## src/rtl/sac_pkg.sv

```systemverilog
`timescale 1ns / 1ps

package sac_pkg;

    // Widths of the raw readings, the register port and the results
    localparam int RAW_W = 12;
    localparam int OUT_W = 16;
    localparam int IN_TDATA_W = 24;
    localparam int OUT_TDATA_W = 2 * OUT_W;
    localparam int CFG_IDX_W = 3;

    // Default full-scale output value
    localparam int FULL_SCALE_DEF = 32767;

    // Register reset values
    localparam logic [RAW_W-1:0] CENTER_RST = 12'd2048;
    localparam logic [RAW_W-1:0] SPAN_RST = 12'd1400;
    localparam logic [RAW_W-1:0] BAND_RST = 12'd0;

    // Register indexes on the configuration port
    typedef enum logic [CFG_IDX_W-1:0] {
        REG_X_CENTER     = 3'd0,
        REG_Y_CENTER     = 3'd1,
        REG_X_SPAN_ABOVE = 3'd2,
        REG_X_SPAN_BELOW = 3'd3,
        REG_Y_SPAN_ABOVE = 3'd4,
        REG_Y_SPAN_BELOW = 3'd5,
        REG_DEAD_BAND    = 3'd6
    } t_reg_idx;

    // How an axis result is formed
    typedef enum logic [1:0] {
        K_ZERO = 2'd0,   // inside the dead band or no offset
        K_FULL = 2'd1,   // offset at or past the span, or span of zero
        K_DIV  = 2'd2    // scaled quotient from the divider
    } t_kind;

    // What one lane hands to the merging stage
    typedef struct packed {
        logic             neg;
        t_kind            kind;
        logic [OUT_W-1:0] quo;
    } t_axis_res;

endpackage

```

## src/rtl/stick_axis_calibrate_deadzone_core.sv

```systemverilog
`timescale 1ns / 1ps

// Two-axis stick calibration with dead band. Each request carries two packed
// 12-bit readings; each axis has its own lane that subtracts the center,
// zeroes offsets inside the dead band and otherwise forms
// trunc(offset * FULL_SCALE / span), saturated at plus or minus FULL_SCALE.
// One request is taken every clock cycle while the output side does not stall.
// QW = clog2(FULL_SCALE + 1) is the number of restoring divider steps in each
// lane. The stages are a classify stage, a multiply stage, QW divider stages
// and the output register. Stages advance independently, so bubbles collapse
// when the output side stalls. Registers must be written on the configuration
// channel only while no request is in flight; the block does not enforce this.

module stick_axis_calibrate_deadzone_core import sac_pkg::*; #(
    parameter int FULL_SCALE = FULL_SCALE_DEF
) (
    input  logic                   i_clk,
    input  logic                   i_rst_n,
    input  logic                   i_s_axis_tvalid,
    output logic                   o_s_axis_tready,
    input  logic [IN_TDATA_W-1:0]  i_s_axis_tdata,  // [7:0] byte_low, [15:8] byte_mid,
                                                     // [23:16] byte_high
    output logic                   o_m_axis_tvalid,
    input  logic                   i_m_axis_tready,
    output logic [OUT_TDATA_W-1:0] o_m_axis_tdata,  // [15:0] x_out, [31:16] y_out
    input  logic                   i_cfg_valid,
    output logic                   o_cfg_ready,
    input  logic [CFG_IDX_W-1:0]   i_cfg_index,
    input  logic [RAW_W-1:0]       i_cfg_data
);

    localparam int QW = $clog2(FULL_SCALE + 1);
    localparam int DEP = QW + 2;

    logic [RAW_W-1:0] r_x_center;
    logic [RAW_W-1:0] r_y_center;
    logic [RAW_W-1:0] r_x_span_above;
    logic [RAW_W-1:0] r_x_span_below;
    logic [RAW_W-1:0] r_y_span_above;
    logic [RAW_W-1:0] r_y_span_below;
    logic [RAW_W-1:0] r_dead_band;

    logic [DEP-1:0] r_v;
    logic [DEP:0]   w_en;
    t_axis_res      w_x_res;
    t_axis_res      w_y_res;
    logic           w_take;

    // Configuration registers
    assign o_cfg_ready = 1'b1;

    always_ff @(posedge i_clk) begin
        if (!i_rst_n) begin
            r_x_center <= CENTER_RST;
            r_y_center <= CENTER_RST;
            r_x_span_above <= SPAN_RST;
            r_x_span_below <= SPAN_RST;
            r_y_span_above <= SPAN_RST;
            r_y_span_below <= SPAN_RST;
            r_dead_band <= BAND_RST;
        end else if (i_cfg_valid) begin
            case (t_reg_idx'(i_cfg_index))
                REG_X_CENTER:     r_x_center <= i_cfg_data;
                REG_Y_CENTER:     r_y_center <= i_cfg_data;
                REG_X_SPAN_ABOVE: r_x_span_above <= i_cfg_data;
                REG_X_SPAN_BELOW: r_x_span_below <= i_cfg_data;
                REG_Y_SPAN_ABOVE: r_y_span_above <= i_cfg_data;
                REG_Y_SPAN_BELOW: r_y_span_below <= i_cfg_data;
                REG_DEAD_BAND:    r_dead_band <= i_cfg_data;
                default: ;
            endcase
        end
    end

    // Stage enables: a stage advances when empty or when its successor does
    assign w_en[DEP] = w_take;
    for (genvar i = 0; i < DEP; i++) begin : g_en
        assign w_en[i] = !r_v[i] || w_en[i+1];
    end

    assign o_s_axis_tready = w_en[0];

    // Valid bits travel with the requests
    always_ff @(posedge i_clk) begin
        if (!i_rst_n) begin
            r_v <= '0;
        end else begin
            for (int i = 0; i < DEP; i++) begin
                if (w_en[i]) begin
                    r_v[i] <= (i == 0) ? i_s_axis_tvalid : r_v[(i == 0) ? 0 : i - 1];
                end
            end
        end
    end

    // X lane: byte_low plus low nibble of byte_mid
    sac_lane #(
        .FULL_SCALE (FULL_SCALE)
    ) u_lane_x (
        .i_clk        (i_clk),
        .i_en         (w_en[DEP-1:0]),
        .i_raw        (i_s_axis_tdata[11:0]),
        .i_center     (r_x_center),
        .i_span_above (r_x_span_above),
        .i_span_below (r_x_span_below),
        .i_band       (r_dead_band),
        .o_res        (w_x_res)
    );

    // Y lane: high nibble of byte_mid plus byte_high
    sac_lane #(
        .FULL_SCALE (FULL_SCALE)
    ) u_lane_y (
        .i_clk        (i_clk),
        .i_en         (w_en[DEP-1:0]),
        .i_raw        (i_s_axis_tdata[23:12]),
        .i_center     (r_y_center),
        .i_span_above (r_y_span_above),
        .i_span_below (r_y_span_below),
        .i_band       (r_dead_band),
        .o_res        (w_y_res)
    );

    // Combine both lanes into the output register
    sac_merge #(
        .FULL_SCALE (FULL_SCALE)
    ) u_merge (
        .i_clk           (i_clk),
        .i_rst_n         (i_rst_n),
        .i_valid         (r_v[DEP-1]),
        .i_x             (w_x_res),
        .i_y             (w_y_res),
        .o_take          (w_take),
        .o_m_axis_tvalid (o_m_axis_tvalid),
        .i_m_axis_tready (i_m_axis_tready),
        .o_m_axis_tdata  (o_m_axis_tdata)
    );

`ifndef SYNTHESIS
    localparam logic signed [OUT_W-1:0] FS_POS = OUT_W'(FULL_SCALE);
    localparam logic signed [OUT_W-1:0] FS_NEG = -FS_POS;

    a_accept_enters: assert property (@(posedge i_clk) disable iff (!i_rst_n)
        i_s_axis_tvalid && o_s_axis_tready |=> r_v[0])
        else $error("accepted request did not enter the front stage");

    a_last_holds: assert property (@(posedge i_clk) disable iff (!i_rst_n)
        r_v[DEP-1] && !w_take |=> r_v[DEP-1])
        else $error("last divider stage dropped a stalled request");

    a_x_range: assert property (@(posedge i_clk) disable iff (!i_rst_n)
        o_m_axis_tvalid |-> ($signed(o_m_axis_tdata[OUT_W-1:0]) <= FS_POS &&
                             $signed(o_m_axis_tdata[OUT_W-1:0]) >= FS_NEG))
        else $error("x result beyond full scale");

    a_y_range: assert property (@(posedge i_clk) disable iff (!i_rst_n)
        o_m_axis_tvalid |-> ($signed(o_m_axis_tdata[OUT_TDATA_W-1:OUT_W]) <= FS_POS &&
                             $signed(o_m_axis_tdata[OUT_TDATA_W-1:OUT_W]) >= FS_NEG))
        else $error("y result beyond full scale");
`endif

endmodule

```

## src/rtl/sac_lane.sv

```systemverilog
`timescale 1ns / 1ps

module sac_lane import sac_pkg::*; #(
    parameter int FULL_SCALE = FULL_SCALE_DEF,
    localparam int QW = $clog2(FULL_SCALE + 1),
    localparam int DEP = QW + 2
) (
    input  logic             i_clk,
    input  logic [DEP-1:0]   i_en,
    input  logic [RAW_W-1:0] i_raw,
    input  logic [RAW_W-1:0] i_center,
    input  logic [RAW_W-1:0] i_span_above,
    input  logic [RAW_W-1:0] i_span_below,
    input  logic [RAW_W-1:0] i_band,
    output t_axis_res        o_res
);

    localparam int NW = RAW_W + QW;
    localparam logic [QW-1:0] FS_Q = QW'(FULL_SCALE);

    logic [RAW_W:0]   w_diff;
    logic             w_neg;
    logic [RAW_W-1:0] w_mag;
    logic [RAW_W-1:0] w_span;
    t_kind            w_kind;

    logic [RAW_W-1:0] r_mag;
    logic [RAW_W-1:0] r_span [DEP];
    logic             r_neg  [DEP];
    t_kind            r_kind [DEP];
    logic [NW-1:0]    r_rem  [1:DEP-1];
    logic [QW-1:0]    r_quo  [1:DEP-1];

    // Offset from center, its magnitude and the span on its side
    always_comb begin
        w_diff = {1'b0, i_raw} - {1'b0, i_center};
        w_neg = w_diff[RAW_W];
        w_mag = w_neg ? RAW_W'(~w_diff + 1'b1) : w_diff[RAW_W-1:0];
        w_span = (!w_neg && w_mag != '0) ? i_span_above : i_span_below;
        if (w_mag == '0 || w_mag < i_band) begin
            w_kind = K_ZERO;
        end else if (w_span == '0 || w_mag >= w_span) begin
            w_kind = K_FULL;
        end else begin
            w_kind = K_DIV;
        end
    end

    // Front stage: classify the offset
    always_ff @(posedge i_clk) begin
        if (i_en[0]) begin
            r_mag <= w_mag;
            r_span[0] <= w_span;
            r_neg[0] <= w_neg;
            r_kind[0] <= w_kind;
        end
    end

    // Multiply stage: scale the magnitude by full scale
    always_ff @(posedge i_clk) begin
        if (i_en[1]) begin
            r_rem[1] <= NW'(r_mag) * NW'(FS_Q);
            r_quo[1] <= '0;
            r_span[1] <= r_span[0];
            r_neg[1] <= r_neg[0];
            r_kind[1] <= r_kind[0];
        end
    end

    // Divider stages: one quotient bit each, most significant first
    for (genvar s = 0; s < QW; s++) begin : g_step
        localparam int J = s + 2;
        localparam int SH = QW - 1 - s;
        logic [NW-1:0] w_sub;
        logic          w_ge;

        assign w_sub = NW'(r_span[J-1]) << SH;
        assign w_ge = (r_rem[J-1] >= w_sub);

        always_ff @(posedge i_clk) begin
            if (i_en[J]) begin
                r_rem[J] <= w_ge ? (r_rem[J-1] - w_sub) : r_rem[J-1];
                r_quo[J] <= r_quo[J-1] | (QW'(w_ge) << SH);
                r_span[J] <= r_span[J-1];
                r_neg[J] <= r_neg[J-1];
                r_kind[J] <= r_kind[J-1];
            end
        end
    end

    assign o_res.neg = r_neg[DEP-1];
    assign o_res.kind = r_kind[DEP-1];
    assign o_res.quo = OUT_W'(r_quo[DEP-1]);

endmodule

```

## src/rtl/sac_merge.sv

```systemverilog
`timescale 1ns / 1ps

module sac_merge import sac_pkg::*; #(
    parameter int FULL_SCALE = FULL_SCALE_DEF
) (
    input  logic                   i_clk,
    input  logic                   i_rst_n,
    input  logic                   i_valid,
    input  t_axis_res              i_x,
    input  t_axis_res              i_y,
    output logic                   o_take,
    output logic                   o_m_axis_tvalid,
    input  logic                   i_m_axis_tready,
    output logic [OUT_TDATA_W-1:0] o_m_axis_tdata   // [15:0] x_out, [31:16] y_out
);

    localparam logic [OUT_W-1:0] FS_OUT = OUT_W'(FULL_SCALE);

    logic                   r_valid;
    logic [OUT_TDATA_W-1:0] r_data;
    logic [OUT_W-1:0]       w_x;
    logic [OUT_W-1:0]       w_y;

    function automatic logic [OUT_W-1:0] axis_out(input t_axis_res res);
        logic [OUT_W-1:0] mag;
        case (res.kind)
            K_ZERO:  mag = '0;
            K_FULL:  mag = FS_OUT;
            K_DIV:   mag = res.quo;
            default: mag = '0;
        endcase
        return res.neg ? (~mag + 1'b1) : mag;
    endfunction

    // Apply sign and saturation for both lanes
    assign w_x = axis_out(i_x);
    assign w_y = axis_out(i_y);

    // Load the output register whenever it is empty or being drained
    assign o_take = !r_valid || i_m_axis_tready;

    always_ff @(posedge i_clk) begin
        if (!i_rst_n) begin
            r_valid <= 1'b0;
        end else if (o_take) begin
            r_valid <= i_valid;
        end
    end

    always_ff @(posedge i_clk) begin
        if (o_take && i_valid) begin
            r_data <= {w_y, w_x};
        end
    end

    assign o_m_axis_tvalid = r_valid;
    assign o_m_axis_tdata = r_data;

endmodule
```

## config.mk

```make
export PLATFORM = sky130hd
export DESIGN_NAME = stick_axis_calibrate_deadzone_core
export DESIGN_NICKNAME = d
export VERILOG_FILES = /design/src/rtl/sac_pkg.sv /design/src/rtl/stick_axis_calibrate_deadzone_core.sv /design/src/rtl/sac_lane.sv /design/src/rtl/sac_merge.sv
export SDC_FILE = /design/constraint.sdc
export NUM_CORES = 2
export LEC_CHECK = 0
export BUFFER_PORTS_ARGS = -buffer_cell sky130_fd_sc_hd__buf_2
export CORE_UTILIZATION = 60
export CTS_BUF_LIST = sky130_fd_sc_hd__clkbuf_8 sky130_fd_sc_hd__clkbuf_16
export CTS_CLUSTER_DIAMETER = 30
export DETAILED_ROUTE_END_ITERATION = 7
export PLACE_DENSITY = 0.76
export SETUP_SLACK_MARGIN = 0.02
export SLEW_MARGIN = 20
export SYNTH_ARGS = -nofsm -noshare
export SYNTH_HDL_FRONTEND = slang
export SYNTH_SLANG_ARGS = --single-unit
```

## constraint.sdc

```tcl
create_clock -name i_clk -period 8.7 [get_ports i_clk]
set_input_delay 1.74 -clock i_clk [delete_from_list [all_inputs] [get_ports i_clk]]
set_output_delay 1.74 -clock i_clk [all_outputs]
set_load 0.05 [all_outputs]
```

# After elaboration in Yosys (flattened, before gate mapping)
# Memories as Yosys holds them, arrays and structs flattened.
# Index checks and enable logic that the tools add are counted.
[word_totals] output_inout_bits=35 mem_count=10 input_bits=44 reg_bits=158 word_cells=289 ramBits=1854
[classes] addsub=36 magnitude_cmp=34 eq_ne=10 n_reduce_logical=59 n_mux=76 n_bitwise=34 mul=2
[memory_table] memory="u_lane_x.r_rem" depth=16 width=27 read_ports=15 rd_clocked_by_memory_dff=0 write_ports=16 line_no="sac_lane.sv:31" text="logic [NW-1:0] r_rem [1:DEP-1];"
[memory_table] memory="u_lane_y.r_rem" depth=16 width=27 read_ports=15 rd_clocked_by_memory_dff=0 write_ports=16 line_no="sac_lane.sv:31"
[memory_table] memory="u_lane_x.r_quo" depth=16 width=15 read_ports=16 rd_clocked_by_memory_dff=0 write_ports=16 line_no="sac_lane.sv:32" text="logic [QW-1:0] r_quo [1:DEP-1];"
[memory_table] memory="u_lane_y.r_quo" depth=16 width=15 read_ports=16 rd_clocked_by_memory_dff=0 write_ports=16 line_no="sac_lane.sv:32"
[memory_table] memory="u_lane_x.r_span" depth=17 width=12 read_ports=16 rd_clocked_by_memory_dff=0 write_ports=17 line_no="sac_lane.sv:28" text="logic [RAW_W-1:0] r_span [DEP];"
[memory_table] memory="u_lane_y.r_span" depth=17 width=12 read_ports=16 rd_clocked_by_memory_dff=0 write_ports=17 line_no="sac_lane.sv:28"
[memory_table] memory="+4 memories"
[op_table] cell="$mux 27" count=30
[op_table] cell="$pmux 15 s2" count=2
[op_table] cell="$ge 27x12->1" count=2
[op_table] cell="$ge 27x13->1" count=2
[op_table] cell="$ge 27x14->1" count=2
[op_table] cell="$ge 27x15->1" count=2
[op_table] cell="$ge 27x16->1" count=2
[op_table] cell="$ge 27x17->1" count=2
[op_table] cell="$ge 27x18->1" count=2
[op_table] cell="$ge 27x19->1" count=2
[op_table] cell="$ge 27x20->1" count=2
[op_table] cell="$ge 27x21->1" count=2
[op_table] cell="$ge 27x22->1" count=2
[op_table] cell="$ge 27x23->1" count=2
[op_table] cell="$ge 27x24->1" count=2
[op_table] cell="$ge 27x25->1" count=2
[op_table] cell="$ge 27x26->1" count=2
[op_table] cell="$mul 12x15->27 const B" count=2
[op_table] cell="$sub 27x12->27" count=2
[op_table] cell="$sub 27x13->27" count=2
[op_table] cell="$sub 27x14->27" count=2
[op_table] cell="$sub 27x15->27" count=2
[op_table] cell="$sub 27x16->27" count=2
[op_table] cell="$sub 27x17->27" count=2
[op_table] cell="other kinds (47)" count=175

# Longest topological paths before layout
[logic_depth] ltp_word=21 mapped_depth=27 ltp_nobuf=24

# Cells and area by module
# Synthesis repeated with hierarchy kept, for this count alone.
[hier_totals] hier_cells=7332 area_unflattened_um2=87318.7
[by_module_without_submodules] mod="sac_lane (u_lane_x)" area_per_inst_um2=40510.1 n_inst=1 seq_area_each_um2=23422.5 cells_per_inst=3264
[by_module_without_submodules] mod="sac_lane (u_lane_y)" area_per_inst_um2=40478.8 n_inst=1 seq_area_each_um2=23422.5 cells_per_inst=3312
[by_module_without_submodules] mod="stick_axis_calibrate_deadzone_core" area_per_inst_um2=3900.0 n_inst=1 seq_area_each_um2=2021.9 cells_per_inst=470
[by_module_without_submodules] mod="sac_merge" area_per_inst_um2=2429.8 n_inst=1 seq_area_each_um2=980.9 cells_per_inst=286

# Least setup slack after synthesis
# OpenSTA, ideal clock, no wires.
[synth_timing] path_type="input to output" startpoint="input port i_m_axis_tready" endpoint="output port o_s_axis_tready" stages=12 setup_slack_ns=1.094 required_time_ns=6.960 arrival_ns=5.866 path_cell_list="nor2b_1 > and2_1 > inv_1 > nor2_1 > and2_1 > and3_1 > clkbuf_1 > and4_1 > and3_1 > clkbuf_1 > and4_1 > nand3_1"
[synth_via] elab_chain_cells=18
[synth_lines] item="from (decl)" line_no="stick_axis_calibrate_deadzone_core.sv:24" text="input logic i_m_axis_tready,"
[synth_lines] item="$logic_or 1x1->1" line_no="sac_merge.sv:40" text="assign o_take = !r_valid || i_m_axis_tready;"
[synth_lines] item="$logic_or 1x1->1" line_no="stick_axis_calibrate_deadzone_core.sv:78" text="assign w_en[i] = !r_v[i] || w_en[i+1];"
[synth_lines] item="via u_lane_x.i_en[16]" line_no="sac_lane.sv:9" text="input logic [DEP-1:0] i_en,"
[synth_lines] item="$logic_or 1x1->1 (16 in series)" line_no="stick_axis_calibrate_deadzone_core.sv:78"
[synth_lines] item="to (decl)" line_no="stick_axis_calibrate_deadzone_core.sv:20" text="output logic o_s_axis_tready,"
# The timed path passes the listed nets, and every way through them passes these cells.

# Final worst setup path
# Same ends and word-level chain as after synthesis.

==> results.toml <==
[final_layout]
layout_common_cells = "1592 x edfxtp_1, 814 x inv_1, 611 x nand2_1"
layout_commonest_cell = "edfxtp_1"
area_growth_pct = 16.56
n_antenna_cell = 0
layout.nets = 8367
layout-drive-gt1-share_pct = 10.59

[timing]
finClkSkew_ps = 88.77
tns_ps = 0
worst_slew_pin_slew_ps = 1095
hold_viol_final = 0
setup_ws_ps = 883.2
slew_violations = 0
fmax_mhz = 127.9
layout_min_cycle_time_ps = 7817
period_share_pct = 89.85
slew_headroom_pct = 25.14
setup_viol = 0
rsz0062_at_grt = "false"

[critical_path]
cp-startpoint = "i_m_axis_tready"
worst-path-stages = 12
cp_top_family = "simple AND/OR/NAND/NOR gates"
rr_endpoint = "u_lane_x.r_kind[0][0]"
critical_path.max_fanout = 6
start_kind = "input port"
cp_slowest_cell = "and3_1"
arrival_ps = 6080
rr_worst_depth = 23
max_stage_delay_ps = 550
end_kind = "output port"
endpoint = "o_s_axis_tready"
crit_required_ps = 6960
r2r-start = "r_x_center[0]"
worstPathCellList = "buf_2 > nor2b_1 > and2_1 > clkinv_1 > nor2_1 > and2_1 > and3_1 > and4_1 > and3_1 > and4_1 > nand3_2 > buf_2"
path_buf_inv = 3
rrSetupSlack_ps = 2230
crit_type = "input port to output port"

[floorplanning]
die_width_um = 383.3
num_io_pins = 79
initial_core_util_pct = 60.59
fp.dieArea_mm2 = 0.1469
rows = 139
dieHeight_um = 383.3
core_area_mm2 = 0.1440

[synth]
synth_nets = 8021
synth.distinct_cells = 97
yosys.area.top_type = "edfxtp_1"
synth_area_mm2 = 0.08725
yosys_warnings = 0
syn_avg_cell_area_um2 = 12.01
seq_area_frac_synth_pct = 57.13
synth-edff-count = 1592
synth_seq_cells = 1694
netlist_instances = 7267
synth.area.top_cells = "edfxtp_1 55%, ha_1 8.1%, inv_1 3.4%"
synth_top_flop_cell = "edfxtp_1"
synth.top_cell.area_share_pct = 54.79
synthArstFlopShare_pct = 0

[route]
wirelength_um = 174800
firstDrtPassIters = 8
vias_per_cell = 5.693
detail-route-antenna-nets = 0
avgRoutedWirePerCell_um = 17.85
drc = 4
num_vias = 55740
drtIter0Drc = 3425

[global_route]
grt_overflow = 0
grt_pass1_vias = 57420
grt_pass1_wl_um = 280800
antenna_found_initial = 1
grt_max_degree = 103
grt_usage_pct = 23.66

[hold_path]
hold_class = "flop to flop"
hold_depth = 0

[clocking]
cts-root-buf = "clkbuf_16"
clockBufferDepth = 4
cts.reportedPaths.clkPinSlew_ps = 50
cts_setup_buffers = 0
tritoncts = "built"
htreeDepth = 5
cts_made_buffers = 352
worstSkewPairLatency_ps = 930
cts_resized = 0
clock_sinks = 1694
hold_buffers = 0

[outcome]
violations = "design-rule violations"
status = "finished with violations"

[placement]
io_buffers = 77
pre_cts_ws_ps = 650.3
gp_congestion = 0.9328
dp_hpwl_um = 122400

[job]
maxCapViolCount = 0
## area by class of cell
cell class              instances  area [um2]
well taps                    1903        2381
multi-input cells            4653       34070
clock buffers                 359        8939
clock inverters               269        2749
repair buffers                118       715.7
fillers                      9414       42310
inverters                     794        2992
flip-flops and latches       1694       49850
## registers in the layout, indices dropped and copies added, names as in the netlist, 17 cells and up
signal                  count
u_lane_x.r_kind            34
u_lane_y.r_neg             17
u_lane_x.r_quo            120
u_lane_y.r_quo            120
u_lane_y.r_span           192
u_lane_y.r_rem            405
r_v                        17
u_lane_x.r_span           192
u_lane_x.r_neg             17
u_lane_x.r_rem            405
u_lane_y.r_kind            34
u_merge.o_m_axis_tdata     32
## how the worst min path moves through the flow
stage	slack, ps	end	startpoint
detailed placement	400	u_lane_x.r_kind[0][13]	u_lane_x.r_kind[0][11]
floorplan	400	u_lane_x.r_kind[0][10]	u_lane_x.r_kind[0][8]
global placement	400	u_lane_x.r_neg[0][4]	u_lane_x.r_neg[0][3]
global route	380	u_lane_y.r_kind[11][1]	u_lane_y.r_kind[10][1]
CTS	360	u_lane_y.r_kind[11][1]	u_lane_y.r_kind[10][1]
finish	370	u_lane_y.r_kind[11][1]	u_lane_y.r_kind[10][1]
## routing by layer
layer | track usage (%) | wire length (um) | vias up
met1 | 24.90 | 65580 | 26720
met2 | 44.95 | 94470 | 1357
li1 | - | - | 27130
met4 | 12.67 | 8419 | 2
met3 | 3.572 | 6313 | 524
met5 | 0 | 13 | -
## Yosys cell counts (all sizes together), types with 27 or more instances
cell type  number
nand3         124
or3            62
o21a           89
and3           42
nand4          70
nor2          452
nor3          156
edfxtp       1592
nand2         617
nor4          117
o31ai          83
clkbuf        110
nand2b         84
xor2          198
a211oi         32
o21ai         345
inv           790
fa            146
dfxtp         102
mux2i          47
a21boi        140
a21oi         373
mux2           84
nor2b         105
and2           27
a21o           92
ha            564
xnor2         261
## stage by stage
stage / instances / area [um2] / hold WS, ps / utilization [%]
floorplan: 7267 / 87250 / 400.3 / -
detailed placement: 9160 / 89940 / 404.5 / 62.45
global route: 9790 / 101700 / 377.7 / 70.62
global placement: 9160 / 89930 / 400.7 / 62.45
CTS: 9788 / 101600 / 364.6 / 70.57
finish: 9790 / 101700 / 366.7 / 70.62
## worst reg2reg max path: cells and delay by family (launching register included)
kind | cells | cell delay, ps
AND/OR/NAND/NOR | 4 | 540
buffers and inverters | 1 | 290
XOR/XNOR | 1 | 220
flip-flops | 1 | 310
adder cells (fa/ha/maj) | 3 | 900
multiplexers | 1 | 420
AO/OA/AOI/OAI | 13 | 3560
## logic make-up after synthesis
family	synth area share [%]
AO/OA/AOI/OAI	9.913
XOR/XNOR	4.634
adder cells (fa/ha/maj)	11.44
buffers and inverters	4.015
flip-flops	57.13
multiplexers	1.701
other	0.004298
AND/OR/NAND/NOR	11.16
Power is not shown: default switching activity piles up to over one toggle a cycle in this logic, so the estimate is an artifact.
